$ cat src/rtl/core/cstb_pkg.sv
// Shared types, constants and helper functions of the compare-scan-to-bitmap block.
package cstb_pkg;

    // Width of one column element as compared; bits above the 32-bit field read as zero.
    localparam int ELEMENT_BITS = 32;
    localparam int VALUE_W      = 32;
    localparam int WORD_BITS    = 64;
    localparam int POS_W        = $clog2(WORD_BITS);
    localparam int CFG_IDX_W    = 2;
    localparam int CFG_DATA_W   = 32;
    localparam int S_TDATA_W    = VALUE_W + WORD_BITS;
    localparam int M_TDATA_W    = WORD_BITS;

    localparam logic [POS_W-1:0] LAST_POS = POS_W'(WORD_BITS - 1);

    // Configuration register indexes.
    localparam logic [CFG_IDX_W-1:0] REG_COMPARE_OP      = 2'd0;
    localparam logic [CFG_IDX_W-1:0] REG_COMBINE_OP      = 2'd1;
    localparam logic [CFG_IDX_W-1:0] REG_REFERENCE_VALUE = 2'd2;
    localparam logic [CFG_IDX_W-1:0] REG_SIGNED_COMPARE  = 2'd3;

    typedef enum logic [2:0] {
        CMP_GT = 3'd0,
        CMP_GE = 3'd1,
        CMP_LT = 3'd2,
        CMP_LE = 3'd3,
        CMP_EQ = 3'd4,
        CMP_NE = 3'd5
    } cmp_op_t;

    typedef enum logic [1:0] {
        COMB_SET    = 2'd0,
        COMB_AND    = 2'd1,
        COMB_OR     = 2'd2,
        COMB_ANDNOT = 2'd3
    } comb_op_t;

    typedef struct packed {
        logic             emit;
        logic [POS_W-1:0] bit_pos;
    } pack_status_t;

    // Reduces a raw value to the element width and flips the sign bit for a signed
    // compare, so that an unsigned compare of the keys gives the wanted order.
    function automatic logic [ELEMENT_BITS-1:0] order_key(input logic [VALUE_W-1:0] raw,
                                                           input logic              sgn);
        logic [63:0]             wide;
        logic [ELEMENT_BITS-1:0] key;
        wide = 64'(raw);
        key  = wide[ELEMENT_BITS-1:0];
        key[ELEMENT_BITS-1] = key[ELEMENT_BITS-1] ^ sgn;
        return key;
    endfunction

endpackage

$ cat src/rtl/core/cstb_compare.sv
// Predicate unit: compares one element against the reference value.
module cstb_compare (
    input  logic [cstb_pkg::VALUE_W-1:0] element_value,
    input  logic [cstb_pkg::VALUE_W-1:0] reference_value,
    input  logic                         signed_compare,
    input  cstb_pkg::cmp_op_t            compare_op,
    output logic                         match
);

    logic [cstb_pkg::ELEMENT_BITS-1:0] key_a;
    logic [cstb_pkg::ELEMENT_BITS-1:0] key_b;

    assign key_a = cstb_pkg::order_key(element_value, signed_compare);
    assign key_b = cstb_pkg::order_key(reference_value, signed_compare);

    always_comb begin
        case (compare_op)
            cstb_pkg::CMP_GT: match = (key_a > key_b);
            cstb_pkg::CMP_GE: match = (key_a >= key_b);
            cstb_pkg::CMP_LT: match = (key_a < key_b);
            cstb_pkg::CMP_LE: match = (key_a <= key_b);
            cstb_pkg::CMP_EQ: match = (key_a == key_b);
            cstb_pkg::CMP_NE: match = (key_a != key_b);
            // Unassigned operator codes never match.
            default:          match = 1'b0;
        endcase
    end

endmodule

$ cat src/rtl/core/cstb_pack.sv
// Bit packer: gathers match bits into a word and merges it with the prior word.
module cstb_pack (
    input  logic                           aclk,
    input  logic                           aresetn,
    input  logic                           advance,
    input  logic                           match,
    input  logic                           last_element,
    input  logic [cstb_pkg::WORD_BITS-1:0] prior_word,
    input  cstb_pkg::comb_op_t             combine_op,
    output logic [cstb_pkg::WORD_BITS-1:0] merged_word,
    output cstb_pkg::pack_status_t         status
);

    logic [cstb_pkg::WORD_BITS-1:0] partial_word_reg;
    logic [cstb_pkg::WORD_BITS-1:0] partial_word_next;
    logic [cstb_pkg::POS_W-1:0]     bit_pos_reg;
    logic [cstb_pkg::POS_W-1:0]     bit_pos_next;
    logic [cstb_pkg::WORD_BITS-1:0] filled_word;
    logic                           emit;

    assign filled_word = partial_word_reg
                       | (cstb_pkg::WORD_BITS'(match) << bit_pos_reg);
    assign emit        = (bit_pos_reg == cstb_pkg::LAST_POS) || last_element;

    always_comb begin
        case (combine_op)
            cstb_pkg::COMB_SET:    merged_word = filled_word;
            cstb_pkg::COMB_AND:    merged_word = prior_word & filled_word;
            cstb_pkg::COMB_OR:     merged_word = prior_word | filled_word;
            cstb_pkg::COMB_ANDNOT: merged_word = prior_word & ~filled_word;
            default:               merged_word = filled_word;
        endcase
    end

    always_comb begin
        partial_word_next = partial_word_reg;
        bit_pos_next      = bit_pos_reg;
        if (advance) begin
            if (emit) begin
                partial_word_next = '0;
                bit_pos_next      = '0;
            end else begin
                partial_word_next = filled_word;
                bit_pos_next      = bit_pos_reg + 1'b1;
            end
        end
    end

    always_ff @(posedge aclk) begin
        if (!aresetn) begin
            partial_word_reg <= '0;
            bit_pos_reg      <= '0;
        end else begin
            partial_word_reg <= partial_word_next;
            bit_pos_reg      <= bit_pos_next;
        end
    end

    assign status.emit    = emit;
    assign status.bit_pos = bit_pos_reg;

endmodule

$ cat src/rtl/core/compare_scan_to_bitmap_top.sv
// Top level of the compare-scan-to-bitmap block: registers, handshakes and checks.
//
// Use: column elements arrive on the s_ stream, one per transaction, each with the
// prior match-vector word of its 64-element group and tlast on the final element of
// the column. Each element is compared against the configured reference value; the
// match bits are packed least significant bit first. On the 64th element of a group,
// or on the last element, the word is merged with the prior word carried by that
// transaction and sent as one m_ transaction, with m_tlast set when it closes the
// column. Other elements produce no output transaction.
// The accepting edge loads the input register; when the element closes a word, the
// merged word then goes into the output register, which drives m_tvalid. Throughput:
// one element per cycle when not stalled, set by the single compare and bit insert
// between the two registers. Stalls: when m_tready is low the output register holds
// its word; the input register keeps taking elements that do not close a word, and
// s_tready drops only when a closing element is waiting behind a full output
// register. Reset (aresetn low, synchronous) empties both registers, clears the
// partial word and bit position, and returns all configuration registers to zero.
// The user must write configuration through cfg_we/cfg_index/cfg_data only while the
// block is idle; the block itself does not enforce this.
module compare_scan_to_bitmap_top (
    input  logic                            aclk,
    input  logic                            aresetn,
    // Configuration write port.
    input  logic                            cfg_we,
    input  logic [cstb_pkg::CFG_IDX_W-1:0]  cfg_index,
    input  logic [cstb_pkg::CFG_DATA_W-1:0] cfg_data,
    // Element stream.
    input  logic                            s_tvalid,
    output logic                            s_tready,
    // s_tdata fields from bit 0: element_value [31:0], prior_word [95:32].
    input  logic [cstb_pkg::S_TDATA_W-1:0]  s_tdata,
    input  logic                            s_tlast,      // last_element
    // Match word stream.
    output logic                            m_tvalid,
    input  logic                            m_tready,
    // m_tdata fields from bit 0: merged_word [63:0].
    output logic [cstb_pkg::M_TDATA_W-1:0]  m_tdata,
    output logic                            m_tlast       // final_word
);

    // Configuration registers.
    cstb_pkg::cmp_op_t              compare_op_reg;
    cstb_pkg::comb_op_t             combine_op_reg;
    logic [cstb_pkg::VALUE_W-1:0]   reference_value_reg;
    logic                           signed_compare_reg;

    always_ff @(posedge aclk) begin
        if (!aresetn) begin
            compare_op_reg      <= cstb_pkg::CMP_GT;
            combine_op_reg      <= cstb_pkg::COMB_SET;
            reference_value_reg <= '0;
            signed_compare_reg  <= 1'b0;
        end else if (cfg_we) begin
            case (cfg_index)
                cstb_pkg::REG_COMPARE_OP:
                    compare_op_reg <= cstb_pkg::cmp_op_t'(cfg_data[2:0]);
                cstb_pkg::REG_COMBINE_OP:
                    combine_op_reg <= cstb_pkg::comb_op_t'(cfg_data[1:0]);
                cstb_pkg::REG_REFERENCE_VALUE:
                    reference_value_reg <= cfg_data[cstb_pkg::VALUE_W-1:0];
                cstb_pkg::REG_SIGNED_COMPARE:
                    signed_compare_reg <= cfg_data[0];
                default: ;
            endcase
        end
    end

    // Input register: holds one accepted element until the packer takes it.
    logic                           in_valid_reg;
    logic [cstb_pkg::VALUE_W-1:0]   in_elem_reg;
    logic [cstb_pkg::WORD_BITS-1:0] in_prior_reg;
    logic                           in_last_reg;

    // Output register.
    logic                           out_valid_reg;
    logic [cstb_pkg::WORD_BITS-1:0] out_word_reg;
    logic                           out_last_reg;

    logic                           match;
    logic [cstb_pkg::WORD_BITS-1:0] merged_word;
    cstb_pkg::pack_status_t         pack_status;
    logic                           out_free;
    logic                           in_advance;
    logic                           s_accept;

    // A held element moves on unless it closes a word and the output is still full.
    assign out_free   = !out_valid_reg || m_tready;
    assign in_advance = in_valid_reg && (!pack_status.emit || out_free);
    assign s_tready   = !in_valid_reg || in_advance;
    assign s_accept   = s_tvalid && s_tready;

    always_ff @(posedge aclk) begin
        if (!aresetn) begin
            in_valid_reg <= 1'b0;
        end else if (s_accept) begin
            in_valid_reg <= 1'b1;
        end else if (in_advance) begin
            in_valid_reg <= 1'b0;
        end
    end

    always_ff @(posedge aclk) begin
        if (s_accept) begin
            in_elem_reg  <= s_tdata[cstb_pkg::VALUE_W-1:0];
            in_prior_reg <= s_tdata[cstb_pkg::S_TDATA_W-1:cstb_pkg::VALUE_W];
            in_last_reg  <= s_tlast;
        end
    end

    cstb_compare u_compare (
        .element_value   (in_elem_reg),
        .reference_value (reference_value_reg),
        .signed_compare  (signed_compare_reg),
        .compare_op      (compare_op_reg),
        .match           (match)
    );

    cstb_pack u_pack (
        .aclk         (aclk),
        .aresetn      (aresetn),
        .advance      (in_advance),
        .match        (match),
        .last_element (in_last_reg),
        .prior_word   (in_prior_reg),
        .combine_op   (combine_op_reg),
        .merged_word  (merged_word),
        .status       (pack_status)
    );

    always_ff @(posedge aclk) begin
        if (!aresetn) begin
            out_valid_reg <= 1'b0;
        end else if (in_advance && pack_status.emit) begin
            out_valid_reg <= 1'b1;
        end else if (m_tready) begin
            out_valid_reg <= 1'b0;
        end
    end

    always_ff @(posedge aclk) begin
        if (in_advance && pack_status.emit) begin
            out_word_reg <= merged_word;
            out_last_reg <= in_last_reg;
        end
    end

    assign m_tvalid = out_valid_reg;
    assign m_tdata  = out_word_reg;
    assign m_tlast  = out_last_reg;

`ifndef SYNTHESIS
    // An element waiting in the input register is never dropped.
    a_in_held: assert property (@(posedge aclk) disable iff (!aresetn)
        in_valid_reg && !in_advance |=> in_valid_reg)
        else $error("input element lost while stalled");

    // The last element of a column always restarts the bit position.
    a_last_restarts: assert property (@(posedge aclk) disable iff (!aresetn)
        in_advance && in_last_reg |=> pack_status.bit_pos == '0)
        else $error("bit position not cleared after last element");

    // A new output word only ever comes from an element that closes a word.
    a_out_source: assert property (@(posedge aclk) disable iff (!aresetn)
        $rose(out_valid_reg) |-> $past(in_advance && pack_status.emit))
        else $error("output word without a closing element");
`endif

endmodule

$ cat config.mk
export PLATFORM = sky130hd
export DESIGN_NAME = compare_scan_to_bitmap_top
export DESIGN_NICKNAME = d
export VERILOG_FILES = /design/src/rtl/core/cstb_pkg.sv /design/src/rtl/core/cstb_compare.sv /design/src/rtl/core/cstb_pack.sv /design/src/rtl/core/compare_scan_to_bitmap_top.sv
export SDC_FILE = /design/constraint.sdc
export NUM_CORES = 1
export LEC_CHECK = 0
export ABC_CLOCK_PERIOD_IN_PS = 8800
export BUFFER_PORTS_ARGS = -buffer_cell sky130_fd_sc_hd__clkbuf_2
export CAP_MARGIN = 10
export CORE_ASPECT_RATIO = 0.75
export CORE_MARGIN = 2
export CORE_UTILIZATION = 40
export CTS_CLUSTER_SIZE = 10
export DETAILED_ROUTE_END_ITERATION = 8
export PLACE_DENSITY = 0.67
export SLEW_MARGIN = 20
export SYNTH_ARGS = -nofsm -noshare
export SYNTH_HDL_FRONTEND = slang
export SYNTH_SLANG_ARGS = --single-unit
$ cat constraint.sdc
create_clock -name aclk -period 8.8 [get_ports aclk]
set_input_delay 1.76 -clock aclk [delete_from_list [all_inputs] [get_ports aclk]]
set_output_delay 1.76 -clock aclk [all_outputs]
set_load 0.05 [all_outputs]
# ---- Word level (Yosys, flattened, before mapping)
# Index checks and enable logic that the tools add are counted.
dict set report totals {
  ram_bits 0
  wordCells 67
  latch_bits 0
  ff_bits 272
  inputBits 136
  output_inout_bits 67
  rom_bits 0
  n_memories 0
}
dict set report classes {
  n_eq_ne 14
  bitwise_logic 7
  mul 0
  mux 8
  n_shift 1
  n_reduce_logical 19
  order_cmp 4
  n_addsub 1
  div 0
}
# cell count
set ops {}
lappend ops {{case mux 64 bit (4 select lines)} 1}
lappend ops {{bitwise AND 64 bit} 2}
lappend ops {{OR 64 bit} 2}
lappend ops {{two-way mux 64 bit} 1}
lappend ops {{NOT 64 bit} 1}
lappend ops {{left shift 1 x 6 -> 64 bit} 1}
lappend ops {{equality test 32 bit} 1}
lappend ops {{greater-or-equal comparator 32 bit} 1}
lappend ops {{greater-than comparator 32 bit} 1}
lappend ops {{less-or-equal comparator 32 bit} 1}
lappend ops {{< comparator 32 bit} 1}
lappend ops {{inequality test 32 bit} 1}
lappend ops {{equality test 2 bit, second input constant} 4}
lappend ops {{AND reduction 2 bit} 4}
lappend ops {{adder 6 x 1 -> 6 bit, second input constant} 1}
lappend ops {{equality test 3 x 2 -> 1 bit, second input constant} 2}
lappend ops {{equality test 3 bit, second input constant} 2}
lappend ops {{equality test 6 bit, second input constant} 1}
lappend ops {{two-way mux 6 bit} 1}
lappend ops {{case mux 1 bit (6 select lines)} 1}
lappend ops {{equality test 2 x 1 -> 1 bit, second input constant} 2}
lappend ops {{logical NOT 2 bit} 2}
lappend ops {{logical OR 1 bit} 4}
lappend ops {{two-way mux 1 bit} 4}
lappend ops {{other kinds (6)} 12}

# ---- Longest topological paths before layout
dict set report depth {
  depth_word 8
  depth_mapped 12
  mapped_depth_nobuf 10
}

# ---- Hierarchy
# From an unflattened synthesis, not the netlist that was laid out.
dict set report unflattened {
  hier_cells 1067
  hier_area_um2 12535.8
}
# module instances area_per_inst_um2 cells_each seq_area_each_um2
set by_module_without_submodules {}
lappend by_module_without_submodules {compare_scan_to_bitmap_top 1 6493.7 336 5665.4}
lappend by_module_without_submodules {cstb_pack 1 5131.2 610 1401.3}
lappend by_module_without_submodules {cstb_compare 1 910.9 121 0.0}

# ---- Least setup slack after synthesis
# OpenSTA, ideal clock, no wires.
dict set report synth_path {
  path_kind {input to register}
  start {in m_tready}
  end {reg in_elem_reg[0] (netlist bit) (enable)}
  setup_time_ns 0.466
  cell_stages 4
  path_buffers 0
  required_ns 8.334
  arrival_time_ns 4.648
  slack_ns 3.686
  path_cell_list {nand2b_1 -> nor2_1 -> nand2_1 -> and2_1}
}
dict set report synth_between {
  elab_chain_len 5
}
# item line_no
set synth_lines {}
lappend synth_lines {{start, declared} compare_scan_to_bitmap_top.sv:35} ;# input logic m_tready,
lappend synth_lines {{logical OR 1 bit} compare_scan_to_bitmap_top.sv:87} ;# assign out_free = !out_valid_reg || m_tready;
lappend synth_lines {{logical OR 1 bit} compare_scan_to_bitmap_top.sv:88} ;# assign in_advance = in_valid_reg && (!pack_status.emit || out_free);
lappend synth_lines {{logical AND 1 bit} compare_scan_to_bitmap_top.sv:88}
lappend synth_lines {{logical OR 1 bit} compare_scan_to_bitmap_top.sv:89} ;# assign s_tready = !in_valid_reg || in_advance;
lappend synth_lines {{via s_tready} compare_scan_to_bitmap_top.sv:29} ;# output logic s_tready,
lappend synth_lines {{logical AND 1 bit} compare_scan_to_bitmap_top.sv:90} ;# assign s_accept = s_tvalid && s_tready;
lappend synth_lines {{via s_accept} compare_scan_to_bitmap_top.sv:84} ;# logic s_accept;
lappend synth_lines {{end signal, assigned} compare_scan_to_bitmap_top.sv:104} ;# in_elem_reg <= s_tdata[cstb_pkg::VALUE_W-1:0];
lappend synth_lines {{end, declared} compare_scan_to_bitmap_top.sv:70} ;# logic [cstb_pkg::VALUE_W-1:0] in_elem_reg;
# The timed path passes the listed nets, and every way through them passes these cells.
# A chain may end at the register's enable or synchronous reset.

# ---- Worst setup path after layout
dict set report layout_path {
  start {reg in_elem_reg[31] (netlist bit)}
  end {reg out_word_reg (netlist bit m_tdata[31]), data pin}
}
dict set report layout_between {
  elab_chain_len 8
  elab_cells_between_ends 15
  classes_between {order compare (4); eq/ne (2); shift (1); mux (2); bitwise (6)}
}
# item line_no
set layout_lines {}
lappend layout_lines {{XOR 1 bit *} cstb_pkg.sv:51} ;# key[ELEMENT_BITS-1] = key[ELEMENT_BITS-1] ^ sgn;
lappend layout_lines {{less-or-equal comparator 32 bit (tied with other cells)} cstb_compare.sv:21} ;# cstb_pkg::CMP_LE: match = (key_a <= key_b);
lappend layout_lines {{case mux 1 bit (6 select lines) *} cstb_compare.sv:17} ;# case (compare_op)
lappend layout_lines {{left shift 1 x 6 -> 64 bit *} cstb_pack.sv:22} ;# | (cstb_pkg::WORD_BITS'(match) << bit_pos_reg);
lappend layout_lines {{OR 64 bit *} cstb_pack.sv:22}
lappend layout_lines {{NOT 64 bit} cstb_pack.sv:30} ;# cstb_pkg::COMB_ANDNOT: merged_word = prior_word & ~filled_word;
lappend layout_lines {{bitwise AND 64 bit} cstb_pack.sv:30}
lappend layout_lines {{case mux 64 bit (4 select lines) *} cstb_pack.sv:26} ;# case (combine_op)
lappend layout_lines {{via merged_word (one bit)} compare_scan_to_bitmap_top.sv:80} ;# logic [cstb_pkg::WORD_BITS-1:0] merged_word;
lappend layout_lines {{end signal, assigned} compare_scan_to_bitmap_top.sv:142} ;# out_word_reg <= merged_word;
lappend layout_lines {{end, declared} compare_scan_to_bitmap_top.sv:76} ;# logic [cstb_pkg::WORD_BITS-1:0] out_word_reg;
# Mark *: on every way through the listed nets, which the timed path passes. The rest lies on a longest branch.

==> impl_metrics.csv <==
group,metric,value,unit
placed_design,place_hpwl,19300,µm
timing,rsz0062_at_grt,"no",
routing,route.detailed.drc,0,
clock_tree,clock_path_buffers,3,
final_layout,final_cells,1623,
placed_design,place_ws,4.50,ns
worst_hold_path,hp-class,"reg2reg",
synthesis,ys_types,42,
setup_path,rrSetupSlack,4.48,ns
clock_tree,cts-resized-gates,0,
setup_path,crit_start,"in_elem_reg[31]",
placed_design,dp_cells,1565,
clock_tree,cts_root_buf,"clkbuf_16",
setup_path,endpoint_kind,"flop",
floorplan,die_y,152,µm
final_layout,drive_gt1_frac,0.219,
grt,grt_pass1_vias,8211,
clock_tree,post_cts_buffers,0,
routing,vias,8533,
setup_path,reg2reg_to,"m_tdata[31]",
grt,grt_pass1_wl,47400,µm
synthesis,synth_top_family_by_area,"compound AO/OA/AOI/OAI gates",
routing,viasPerCell,5.26,
synthesis,yosysWarnings,0,
routing,wl_per_cell,18.6,µm
clock_tree,cts.clk_slew.worst_paths,0.06,ns
grt,grt_max_degree,71,
floorplan,core_area,0.0289,mm²
clock_tree,clock-sinks,272,
worst_hold_path,hold_path_depth,2,
worst_hold_path,min_to,"reference_value_reg[6]",
timing,skew,0.0173,ns
synthesis,syn_area,0.0117,mm²
clock_tree,ctsHoldBuffers,0,
routing,ant_nets,0,
synthesis,synth_seq_cells,272,
clock_tree,h-tree-depth,1,
timing,drv_slew,0,
final_layout,fillCellCount,2660,
routing,first_pass_iters,5,
pwr,irDropWorstVdd,0.131,mV
pwr,leakage,5.45,nW
final_layout,multi_input_area,0.00416,mm²
timing,setup-tns-final,0,ns
grt,use_met2,0.290,
floorplan,io_pins,203,
timing,clock.fmax,232,MHz
grt,grt_util_met1,0.306,
grt,grt-ovfl-total,0,
timing,post-route-period-util,0.490,
outcome,status,"finished clean",
final_layout,area_delta_synth_final,19.1,%
timing,tightest_slew,1.04,ns
placed_design,routabilityCongestion,0.761,
clock_tree,cts_made_buffers,31,
synthesis,synthXorXnorAreaFrac,0.00525,
setup_path,startpoint_type,"flop",
synthesis,synth_compound_area_frac,0.148,
pwr,power.density,202,mW/mm²
grt,grt_busiest_layer,"met1",
placed_design,io_buffers,202,
clock_tree,tritoncts,"done",
timing,period_needed,4.32,ns
timing,final-hold-violation-count,0,
worst_hold_path,min_from,"reference_value_reg[6]",
synthesis,yosysTopAreaCell,"edfxtp_1",
setup_path,cp.required,9.08,ns
final_layout,seqCellArea,0.00707,mm²
setup_path,reg2reg_depth,12,
synthesis,yosys.area_share.adder,0.0354,
grt,antenna_found_initial,1,
timing,setup_viol,0,
setup_path,crit-reg2reg-launch,"in_elem_reg[31]",
timing,slew-limit-headroom,0.306,
synthesis,synth_top_cell_area_share,0.417,
synthesis,syn_inst,1032,
grt,grt_usage,0.196,
flow_run,cap_violations,0,
floorplan,start_util,0.404,
synthesis,synth_area_leaders,"edfxtp_1 42%, dfxtp_1 19%, a31oi_1 6.9%",
synthesis,synthSimpleGateAreaFrac,0.104,
setup_path,crit_fanout,70,
floorplan,die-width,201,µm
routing,drtIter0Drc,617,
final_layout,finalNetCount,1375,
floorplan,die_area,0.0306,mm²
floorplan,rows,54,
synthesis,seq_area_frac_synth,0.605,
grt,grt_util_met3,0.0268,
synthesis,synth.area.mux_share,0.0600,
setup_path,crit_arrival,4.59,ns
clock_tree,clk_latency,0.55,ns
timing,setup_ws,4.48,ns
final_layout,final_util,0.481,
synthesis,syn-num-nets,1201,
setup_path,crit_type,"reg2reg",
synthesis,post_synth.cell_area_avg,11.3,µm²
routing,routed_wl,30200,µm
cells by family (layout without fill, tap and decap cells):
| family | after synthesis | count (layout) |
|---|---|---|
| xor gates and xnor gates | 7 | 7 |
| buffers and inverters | 113 | 311 |
| DFF | 272 | 272 |
| adders and majority gates | 33 | 33 |
| other | 0 | 1 |
| and+or+nand+nor | 281 | 281 |
| AOI/OAI and AO/OA | 256 | 256 |
| muxes | 70 | 70 |
synth_stat cells, drive strengths merged:
cell type and n:
a2111oi 1, a21boi 97, a21o 1, a21oi 14, a221o 1, a221oi 1
a31oi 130, a32oi 1, and2 3, and3 2, and3b 3, buf 22
clkbuf 56, clkinv 1, dfxtp 110, edfxtp 162, ha 33, inv 34
mux2i 70, nand2 144, nand2b 2, nand3 7, nand3b 1, nand4 8
nor2 77, nor2b 16, nor3 5, nor3b 8, nor4 2, o211ai 4
o21ai 5, o311a 1, or2 3, xnor2 3, xor2 4
through the flow:
| step | hold slack (ns) | total power, mW | instance area, µm² |
|---|---|---|---|
| floorplan | 0.437 | 1.59 | 11700 |
| global placement | 0.447 | 1.66 | 13000 |
| detailed placement | 0.455 | 1.66 | 13000 |
| CTS | 0.465 | 2.83 | 13900 |
| global route | 0.486 | 2.91 | 13900 |
| finish | 0.461 | 2.80 | 13900 |
report_power, final:
group	leakage [nW]	internal, mW	switching [mW]
combinational	2.62	0.0672	0.153
clock	0.427	0.675	0.491
sequential	2.40	1.39	0.0224
per-layer routing:
metal / part of all wire / wire length, µm / up-vias
li1: - / - / 4106
met1: 0.50 / 15200 / 4123
met2: 0.42 / 12800 / 265
met3: 0.056 / 1690 / 39
met4: 0.018 / 542 / 0
met5: 0 / 0 / -
worst max-delay path by stage:
stage / to / slack [ns] / depth (start not counted)
floorplan: in_elem_reg[0] / 3.69 / 4
global placement: s_tready / 4.54 / 5
detailed placement: s_tready / 4.50 / 5
CTS: s_tready / 4.49 / 5
global route: m_tdata[42] / 4.16 / 12
finish: m_tdata[31] / 4.48 / 12
critical path: stages (launching register included):
cell and delay [ns]:
edfxtp_1 0.37, xor2_1 0.15, ha_1 0.31, nand4_1 0.15, nor4_1 0.70, nand3_1 0.28
nor3b_1 0.29, a31oi_1 0.11, o211ai_4 0.10, buf_4 0.47, buf_4 0.66, a31oi_1 0.21
mux2i_1 0.17
final cells by class:
type,instances,share of cell area
Sequential cell,272,0.509
Multi-Input combinational cell,647,0.299
Timing Repair Buffer,219,0.0819
Clock buffer,56,0.0641
Tap cell,392,0.0353
Inverter,35,0.00954
Clock inverter,1,0.000630
Antenna cell,1,0.000180
cell usage in the layout (no fill, tap or decap), types with 2 or more instances in the layout:
master	count
clkbuf_2	202
edfxtp_1	162
nand2_1	143
a31oi_1	129
dfxtp_1	108
a21boi_0	97
nor2_1	76
mux2i_1	70
inv_1	33
ha_1	33
clkbuf_16	32
clkbuf_1	24
buf_4	17
nor2b_1	16
a21oi_1	14
nand4_1	8
nand3_1	7
nor3b_1	5
xor2_1	4
xnor2_1	3
o21ai_0	3
o211ai_1	3
nor3_2	3
nor3b_2	3
and3b_1	3
and3_1	2
nand2b_1	2
o21ai_1	2
or2_2	2
nor4_1	2
nor3_1	2
and2_1	2
(Power assumes the default switching activity.)
